===== config.mk =====
export PLATFORM = sky130hd
export DESIGN_NAME = keypad_scan_debounce
export DESIGN_NICKNAME = d
export VERILOG_FILES = /design/src/hdl/ksd_pkg.sv /design/src/hdl/ksd_key_state.sv /design/src/hdl/ksd_row_update.sv /design/src/hdl/keypad_scan_debounce.sv
export SDC_FILE = /design/constraint.sdc
export NUM_CORES = 1
export LEC_CHECK = 0
export ABC_AREA = 1
export BUFFER_PORTS_ARGS = -buffer_cell sky130_fd_sc_hd__buf_2
export CAP_MARGIN = 15
export CORE_MARGIN = 3
export CORE_UTILIZATION = 50
export CTS_CLUSTER_SIZE = 8
export DETAILED_ROUTE_END_ITERATION = 6
export MAX_ROUTING_LAYER = met4
export PLACE_DENSITY = 0.66
export SYNTH_ARGS = -nofsm -noshare
export SYNTH_HDL_FRONTEND = slang
export SYNTH_SLANG_ARGS = --single-unit

===== constraint.sdc =====
create_clock -name i_clk -period 7.65 [get_ports i_clk]
set_input_delay 0 -clock i_clk [delete_from_list [all_inputs] [get_ports i_clk]]
set_output_delay 0 -clock i_clk [all_outputs]
set_load 0.01 [all_outputs]

===== src/hdl/ksd_pkg.sv =====
package ksd_pkg;

    localparam int ROWS      = 2;
    localparam int COLUMNS   = 4;

    localparam int TIME_W    = 48;
    localparam int WINDOW_W  = 20;
    localparam int LEVEL_W   = 4;
    localparam int CODE_W    = 7;
    localparam int COL_W     = 2;
    localparam int ROW_W     = 1;

    localparam logic [WINDOW_W-1:0] WINDOW_RESET = WINDOW_W'(20000);
    localparam logic [TIME_W-1:0]   TIME_MAX     = {TIME_W{1'b1}};

    typedef logic [TIME_W-1:0] t_time;

    // Debounce state of the keys of one row.
    typedef struct packed {
        logic [COLUMNS-1:0]             pressed;
        logic [COLUMNS-1:0][TIME_W-1:0] deadline;
    } t_row_state;

    typedef struct packed {
        logic              found;
        logic [CODE_W-1:0] code;
        logic [COL_W-1:0]  column;
    } t_key_result;

    typedef logic [7:0] t_symbol_row [4];
    localparam t_symbol_row KEY_SYMBOLS [4] = '{
        '{8'h31, 8'h32, 8'h33, 8'h41},   // 1 2 3 A
        '{8'h34, 8'h35, 8'h36, 8'h42},   // 4 5 6 B
        '{8'h37, 8'h38, 8'h39, 8'h43},   // 7 8 9 C
        '{8'h2A, 8'h30, 8'h23, 8'h44}    // * 0 # D
    };

    function automatic logic [CODE_W-1:0] key_symbol(input logic [1:0] row,
                                                      input logic [1:0] col);
        logic [7:0] sym;
        sym = KEY_SYMBOLS[row][col];
        return sym[CODE_W-1:0];
    endfunction

endpackage


===== src/hdl/ksd_key_state.sv =====
module ksd_key_state (
    input  logic                      i_clk,
    input  logic                      i_rst_n,
    input  logic [ksd_pkg::ROW_W-1:0] i_rd_row,
    output ksd_pkg::t_row_state       o_rd_state,
    input  logic                      i_wr_en,
    input  logic [ksd_pkg::ROW_W-1:0] i_wr_row,
    input  ksd_pkg::t_row_state       i_wr_state
);
    import ksd_pkg::*;

    t_row_state r_rows [ROWS];

    // Flop array: eight keys, cleared to released with zero deadlines.
    always_ff @(posedge i_clk) begin
        if (!i_rst_n) begin
            for (int r = 0; r < ROWS; r++) begin
                r_rows[r] <= '0;
            end
        end else if (i_wr_en) begin
            r_rows[i_wr_row] <= i_wr_state;
        end
    end

    assign o_rd_state = r_rows[i_rd_row];

endmodule


===== src/hdl/ksd_row_update.sv =====
module ksd_row_update (
    input  logic [ksd_pkg::ROW_W-1:0]    i_row,
    input  logic [ksd_pkg::LEVEL_W-1:0]  i_levels,
    input  ksd_pkg::t_time               i_now,
    input  logic [ksd_pkg::WINDOW_W-1:0] i_window,
    input  ksd_pkg::t_row_state          i_state,
    output ksd_pkg::t_row_state          o_state,
    output ksd_pkg::t_key_result         o_result
);
    import ksd_pkg::*;

    logic [TIME_W:0] sum;
    t_time           rearm;

    // Saturating now + window.
    assign sum   = {1'b0, i_now} + (TIME_W+1)'(i_window);
    assign rearm = sum[TIME_W] ? TIME_MAX : sum[TIME_W-1:0];

    always_comb begin
        logic done;
        logic pressed;
        done     = 1'b0;
        o_state  = i_state;
        o_result = '0;
        for (int c = 0; c < COLUMNS; c++) begin
            pressed = ~i_levels[c];
            if (!done) begin
                if (pressed != i_state.pressed[c]) begin
                    o_state.deadline[c] = rearm;
                    if (i_now >= i_state.deadline[c]) begin
                        o_state.pressed[c] = pressed;
                        if (pressed) begin
                            done            = 1'b1;
                            o_result.found  = 1'b1;
                            o_result.code   = key_symbol(2'(i_row), COL_W'(c));
                            o_result.column = COL_W'(c);
                        end
                    end
                end else if (i_now > i_state.deadline[c]) begin
                    o_state.deadline[c] = i_now;
                end
            end
        end
    end

endmodule


===== src/hdl/keypad_scan_debounce.sv =====
// Debounced matrix keypad scanner. Each input transaction is one row sample:
// the row being driven low, the four active-low column levels (0 = pressed)
// and a free-running microsecond timestamp. Every key keeps a debounced state
// and a hold deadline; a changed level is taken only once the deadline has
// been reached, and either way the change pushes the deadline out by the
// debounce window. The first newly pressed key of a sample (lowest column
// first) is reported with its keypad ASCII code and column, and later columns
// of that sample are left untouched. Exactly one result transaction follows
// every input transaction. Rate: one transaction per clock unless stalled;
// the per-row update with its 48-bit compares and the saturating deadline
// add sits between the input register and the result register. The debounce
// window (reset 20000 us) is written through i_cfg_we/i_cfg_wdata and must
// only change while no transaction is in flight.
module keypad_scan_debounce (
    input  logic                         i_clk,
    input  logic                         i_rst_n,
    input  logic                         i_cfg_we,
    input  logic [ksd_pkg::WINDOW_W-1:0] i_cfg_wdata,
    input  logic                         i_valid,
    output logic                         o_stall,
    input  logic [ksd_pkg::ROW_W-1:0]    i_row_index,
    input  logic [ksd_pkg::LEVEL_W-1:0]  i_column_levels,
    input  logic [ksd_pkg::TIME_W-1:0]   i_time_now,
    output logic                         o_valid,
    input  logic                         i_stall,
    output logic                         o_key_found,
    output logic [ksd_pkg::CODE_W-1:0]   o_key_code,
    output logic [ksd_pkg::COL_W-1:0]    o_key_column
);
    import ksd_pkg::*;

    logic [WINDOW_W-1:0] r_window;

    logic                r_in_valid;
    logic [ROW_W-1:0]    r_row;
    logic [LEVEL_W-1:0]  r_levels;
    t_time               r_now;

    logic                r_out_valid;
    t_key_result         r_result;

    logic                accept;
    logic                advance;
    logic                row_ok;
    t_row_state          cur_state;
    t_row_state          n_state;
    t_key_result         n_result;

    // Move the held sample into the result stage whenever that stage is free
    // or being drained this cycle; the key state is written at the same edge.
    assign advance = r_in_valid && (!r_out_valid || !i_stall);
    assign o_stall = r_in_valid && !advance;
    assign accept  = i_valid && !o_stall;
    assign row_ok  = 32'(r_row) < ROWS;

    // Debounce window register.
    always_ff @(posedge i_clk) begin
        if (!i_rst_n) begin
            r_window <= WINDOW_RESET;
        end else if (i_cfg_we) begin
            r_window <= i_cfg_wdata;
        end
    end

    // Input register: hold the sample while the result stage is blocked.
    always_ff @(posedge i_clk) begin
        if (!i_rst_n) begin
            r_in_valid <= 1'b0;
        end else if (accept) begin
            r_in_valid <= 1'b1;
        end else if (advance) begin
            r_in_valid <= 1'b0;
        end
    end

    always_ff @(posedge i_clk) begin
        if (accept) begin
            r_row    <= i_row_index;
            r_levels <= i_column_levels;
            r_now    <= i_time_now;
        end
    end

    ksd_key_state u_state (
        .i_clk      (i_clk),
        .i_rst_n    (i_rst_n),
        .i_rd_row   (r_row),
        .o_rd_state (cur_state),
        .i_wr_en    (advance && row_ok),
        .i_wr_row   (r_row),
        .i_wr_state (n_state)
    );

    ksd_row_update u_update (
        .i_row    (r_row),
        .i_levels (r_levels),
        .i_now    (r_now),
        .i_window (r_window),
        .i_state  (cur_state),
        .o_state  (n_state),
        .o_result (n_result)
    );

    // Result register: drop the result once taken downstream.
    always_ff @(posedge i_clk) begin
        if (!i_rst_n) begin
            r_out_valid <= 1'b0;
        end else if (advance) begin
            r_out_valid <= 1'b1;
        end else if (!i_stall) begin
            r_out_valid <= 1'b0;
        end
    end

    always_ff @(posedge i_clk) begin
        if (advance) begin
            r_result <= row_ok ? n_result : '0;
        end
    end

    assign o_valid      = r_out_valid;
    assign o_key_found  = r_result.found;
    assign o_key_code   = r_result.code;
    assign o_key_column = r_result.column;

    a_stall_needs_item: assert property (@(posedge i_clk) disable iff (!i_rst_n)
        o_stall |-> r_in_valid && r_out_valid)
        else $error("input stalled without a blocked pending sample");

    a_advance_fills_out: assert property (@(posedge i_clk) disable iff (!i_rst_n)
        advance |=> r_out_valid)
        else $error("result stage empty after an advance");

    a_no_key_zero: assert property (@(posedge i_clk) disable iff (!i_rst_n)
        o_valid && !o_key_found |-> o_key_code == '0 && o_key_column == '0)
        else $error("code or column set without a key");

    a_key_has_code: assert property (@(posedge i_clk) disable iff (!i_rst_n)
        o_valid && o_key_found |-> o_key_code != '0)
        else $error("reported key with empty code");

endmodule

==> After elaboration in Yosys (flattened, before gate mapping) <==
Memory sizes are Yosys's and may differ from the RTL's. A register that Yosys moved wholly into a read port is not among the register bits.
Index checks and enable logic that the tools add are counted.
W data, S select, Z words.
{ "op_classes": {"n_addsub": 1, "order_cmp": 9, "eq_ne": 5, "n_mux": 64, "bitwise": 5, "reduce_logical": 10} }
{ "op_table": {"columns": ["operator", "count"], "rows": [
  ["$mux W48", 12],
  ["$mux W196", 1],
  ["$reduce_or A196 Y1", 1],
  ["$ge A48 B48 Y1", 4],
  ["$gt A48 B48 Y1", 4],
  ["$mux W10", 15],
  ["$bmux W32 S2", 1],
  ["$mux W31", 2],
  ["$add A48 B20 Y49", 1],
  ["$mux W1", 33],
  ["$logic_not A1 Y1", 4],
  ["$ne A1 B1 Y1", 4],
  ["$not A1 Y1", 4],
  ["$ge A3 B3 Y1 const B", 1],
  ["$logic_and A1 B1 Y1", 3],
  ["$not A1 Y3", 1],
  ["$ne A2 B1 Y1 const B", 1],
  ["$reduce_bool A2 Y1", 1],
  ["$logic_or A1 B1 Y1", 1]
]} }
{ "totals": {"ff_bits": 85, "mem_bits_rw": 392, "out_inout_bits": 12, "wordCells": 104, "memories": 1} }
{ "mem_list": {"columns": ["memory", "depth", "width", "rd", "rd_clocked_by_memory_dff", "write_ports", "line_no", "rtl"], "rows": [
  ["u_state.r_rows", 2, 196, 1, 1, 2, "ksd_key_state.sv:12", "t_row_state r_rows [ROWS];"]
]} }

==> Longest topological paths before layout <==
{ "depth": {"depth_word": 19, "ltp_mapped": 28, "depth_no_buf": 23} }

==> By module <==
A second synthesis with hierarchy kept.
{ "hier_totals": {"hier_cells": 4604, "area_unflattened_um2": 33529.7} }
{ "modules_own_cells": {"columns": ["module", "instances", "cells_per_inst", "area_each_um2", "seq_area_each_um2"], "rows": [
  ["ksd_key_state", 1, 1658, 16874.9, 11771.3],
  ["ksd_row_update", 1, 2783, 13979.7, 0.0],
  ["keypad_scan_debounce", 1, 163, 2675.1, 2332.2]
]} }

==> Least setup slack after synthesis <==
Ideal clock, no wire load.
{ "synth_path": {"kind": "reg-to-reg", "from": "register r_out_valid (netlist: o_valid)", "to": "memory u_state.r_rows[1][0] in the netlist's numbering (enable)", "setup_time_ps": 564, "arrival_ps": 5920, "required_ps": 7086, "setup_slack_ps": 1166, "path_stages_with_launch": 8, "n_path_buf": 2, "period_less_slack_ps": 6484, "path_cell_list": "dfxtp_1 a21oi_1 nand2_1 nor2_1 inv_2 clkbuf_1 clkbuf_1 nand2_1"} }
{ "synth_rtl": {"columns": ["item", "line_no", "rtl"], "rows": [
  ["from (decl)", "keypad_scan_debounce.sv:39", "logic r_out_valid;"],
  ["from (signal assigned)", "keypad_scan_debounce.sv:107", "r_out_valid <= 1'b0;"],
  ["from (signal assigned)", "keypad_scan_debounce.sv:109", "r_out_valid <= 1'b1;"],
  ["from (signal assigned)", "keypad_scan_debounce.sv:111", "r_out_valid <= 1'b0;"],
  ["to (decl)", "ksd_key_state.sv:12", null]
]} }

==> results.toml <==
[detailed_routing]
met2_length_um = 49300
wl_met1_um = 46300
wl_per_cell_um = 22.6
drc = 10
antenna_left = 0
drtIter0Drc = 3374
via_count = 29300
route.met3.wl_um = 10800
wl_um = 112000
topRoutingLayerUsed = "met4"
drtPass1Iterations = 7
avgViaCountPerCell = 5.92

[placement]
portBuffers = 88
place.gp.congestion = 1.04
place_hpwl_um = 71800

[sta]
report.final.slew_viol_count = 0
rsz0062_at_grt = "false"
period_share = 0.754
period_needed_ns = 5.77
max_clock_freq_mhz = 173
setup_viol = 0
clock_skew_ns = 0.0259
slew_headroom = 0.329
fin_setup_tns_ns = 0
worstMarginPinSlew_ns = 1.01
hold_violations = 0

[power]
seqPwrFrac = 0.384
leakage_uw = 0.0161
ir_worst_vdd_uv = 189
comb_power_share = 0.264
power_density_nw_per_um2 = 227
swShare = 0.349
p_int_uw = 5340
power_frac_clock = 0.352
switchingPower_uw = 2860
finalPower_uw = 8200

[flow_run]
drv_cap = 0

[logic_synthesis]
yosys_warnings = 0
postSynthCellCount = 3971
synth_cell_type_count = 46
synth_flop_cell = "edfxtp_1"
syn_area_per_cell_um2 = 8.04
syn-num-nets = 4262
ys_ff_latch = 476
synth_edf_count = 453
synthArstFlopShare = 0
yosysSeqAreaShare = 0.440
synth_area_um2 = 31900

[global_routing]
grt.overflow.total = 0
grt_pass1_vias = 27600
grt_pass1_wl_um = 169000
globalRouteTotalUtil = 0.341
antenna_found_initial = 2
grt_start_max_net_pins = 83

[layout]
area_delta_synth_final_pct = 13.0
final.fill_count = 5695
final_nets = 4372
final_cell_mix = "nand2_1, edfxtp_1, a21oi_1"
final_layout_size_suffix_gt1_frac = 0.0783
final_common_cell = "nand2_1"

[worst_hold_path]
min_path_type = "in -> reg"

[setup_path]
cpPeakStageDelay_ns = 1.01
start_kind = "register"
worstSetupEndpointType = "register"
cp_data_required_time_ns = 7.98
cp_common_cell = "nand2_1"
slowest_stage = "dfxtp_4"
path_max_fanout = 65
path_cells = "buf_4 -> buf_4 -> o21ai_0 -> ha_1 -> nand2_1 -> nor2_1 -> nand3_1 -> nor3b_1 -> nand2_2 -> nand2_2 -> buf_4 -> nand2_1 -> nand3_1 -> nand2_1 -> nand2_1 -> a21oi_1"
cp.arrival_ns = 6.09
critPathKind = "reg -> reg"

[floorplan]
fp.dieW_um = 259
rows = 92
io-pin-count = 90
initial_utilization = 0.505
core_um2 = 63200
die-height_um = 259
dieArea_um2 = 67000

[clock_tree]
clockBufferDepth = 3
clk_pin_slew_ns = 0.05
insertion_delay_ns = 0.63
clock_sinks = 476
htreeDepth = 3
post_cts_resized = 0
cts_root_buf = "clkbuf_16"
cts_tree = "built"
numCtsBuffers = 69

[outcome]
violations = "design-rule violations"
status = "complete, but fails checks"
## state kept, by name (all words and copies together) (netlist names), 2 cells and up, named ones only
register        cells
r_now              48
r_window           20
o_key_column        2
u_state.r_rows    392
r_levels            4
o_key_code          5
## worst paths after layout
path / from / to / slack (ns) / cells after the start
setup / recovery: register / u_state.r_rows[0][158]$_SDFFCE_PN0P_ / 1.88 / 16
hold / removal: i_time_now[14] / r_now[14]$_DFFE_PP_ / 0.08 / 2
setup reg to reg: register / u_state.r_rows[0][158]$_SDFFCE_PN0P_ / 1.88 / 16
hold reg to reg: r_window[1]$_SDFFE_PN0P_ / r_window[1]$_SDFFE_PN0P_ / 0.59 / 2
## cell usage after synthesis (10+ instances only)
cell	instances	area, um^2
a21oi_1	414	2070
and2_1	18	113
buf_1	18	67.6
buf_2	55	275
buf_4	10	75.1
clkbuf_1	114	428
dfxtp_1	23	460
edfxtp_1	453	13600
ha_1	212	2650
inv_1	340	1280
inv_2	11	41.3
mux2i_1	107	1070
nand2_1	1111	4170
nand3_1	311	1560
nand4_1	56	350
nor2_1	288	1080
nor3_1	20	100
o211ai_1	50	375
o21ai_0	227	1140
or2_2	46	288
xor2_1	19	166
## stage by stage
stage               hold slack (ns)  utilization  instance area [um^2]  cells  worst slack (ns)
finish                       0.0824        0.571                 36100   4957              1.88
global route                 0.0701        0.571                 36100   4957              1.40
global placement              0.177        0.524                 33100   4754              2.14
CTS                          0.0484        0.571                 36100   4956              2.07
detailed placement            0.178        0.524                 33100   4754              2.08
floorplan                    0.0989            -                 31900   3971              1.17
## what timing repair did
action,in CTS,in global routing
setup buffers,0,0
hold endpoints to repair,84,0
hold buffers,102,0
## area by class of cell
type	instances	area [um^2]	area share
diodes	1	2.50	0.0000693
clock buffers	93	1820	0.0503
clock inverters	7	146	0.00405
inverters	354	1340	0.0371
multi-input cells	2941	15800	0.437
flip-flops and latches	476	14100	0.390
well taps	846	1060	0.0293
repair buffers	239	1890	0.0524
## kinds of logic (layout without fill, tap and decap cells)
group / after synthesis / count (layout) / synth area share
flip-flops: 476 / 476 / 0.440
adder cells (fa/ha/maj): 213 / 213 / 0.0837
XOR/XNOR: 21 / 21 / 0.00599
buffers and inverters: 554 / 693 / 0.0691
AND/OR/NAND/NOR: 1878 / 1878 / 0.248
multiplexers: 111 / 111 / 0.0349
AO/OA/AOI/OAI: 717 / 717 / 0.118
other: 1 / 2 / 0.000117
## power by group through the flow
stage | clock, uW | combinational (uW) | sequential [uW]
floorplan | 0 | 1440 | 3150
global placement | 0 | 2040 | 3190
detailed placement | 0 | 2060 | 3190
CTS | 2910 | 2120 | 3140
global route | 3010 | 2390 | 3150
finish | 2880 | 2170 | 3140
## worst max-delay path: cells and delay by family (launching register included)
kind                     cells  cell delay (ns)
AO/OA/AOI/OAI                2             0.31
adder cells (fa/ha/maj)      1             0.35
buffers and inverters        3             1.11
flip-flops                   1             1.01
AND/OR/NAND/NOR             10             2.64
## per-layer routing
layer | track usage | vias to the layer above
li1 | - | 13700
met1 | 0.457 | 13700
met2 | 0.516 | 1592
met3 | 0.0555 | 278
met4 | 0.145 | 0
met5 | - | -
(Power assumes the default switching activity.)
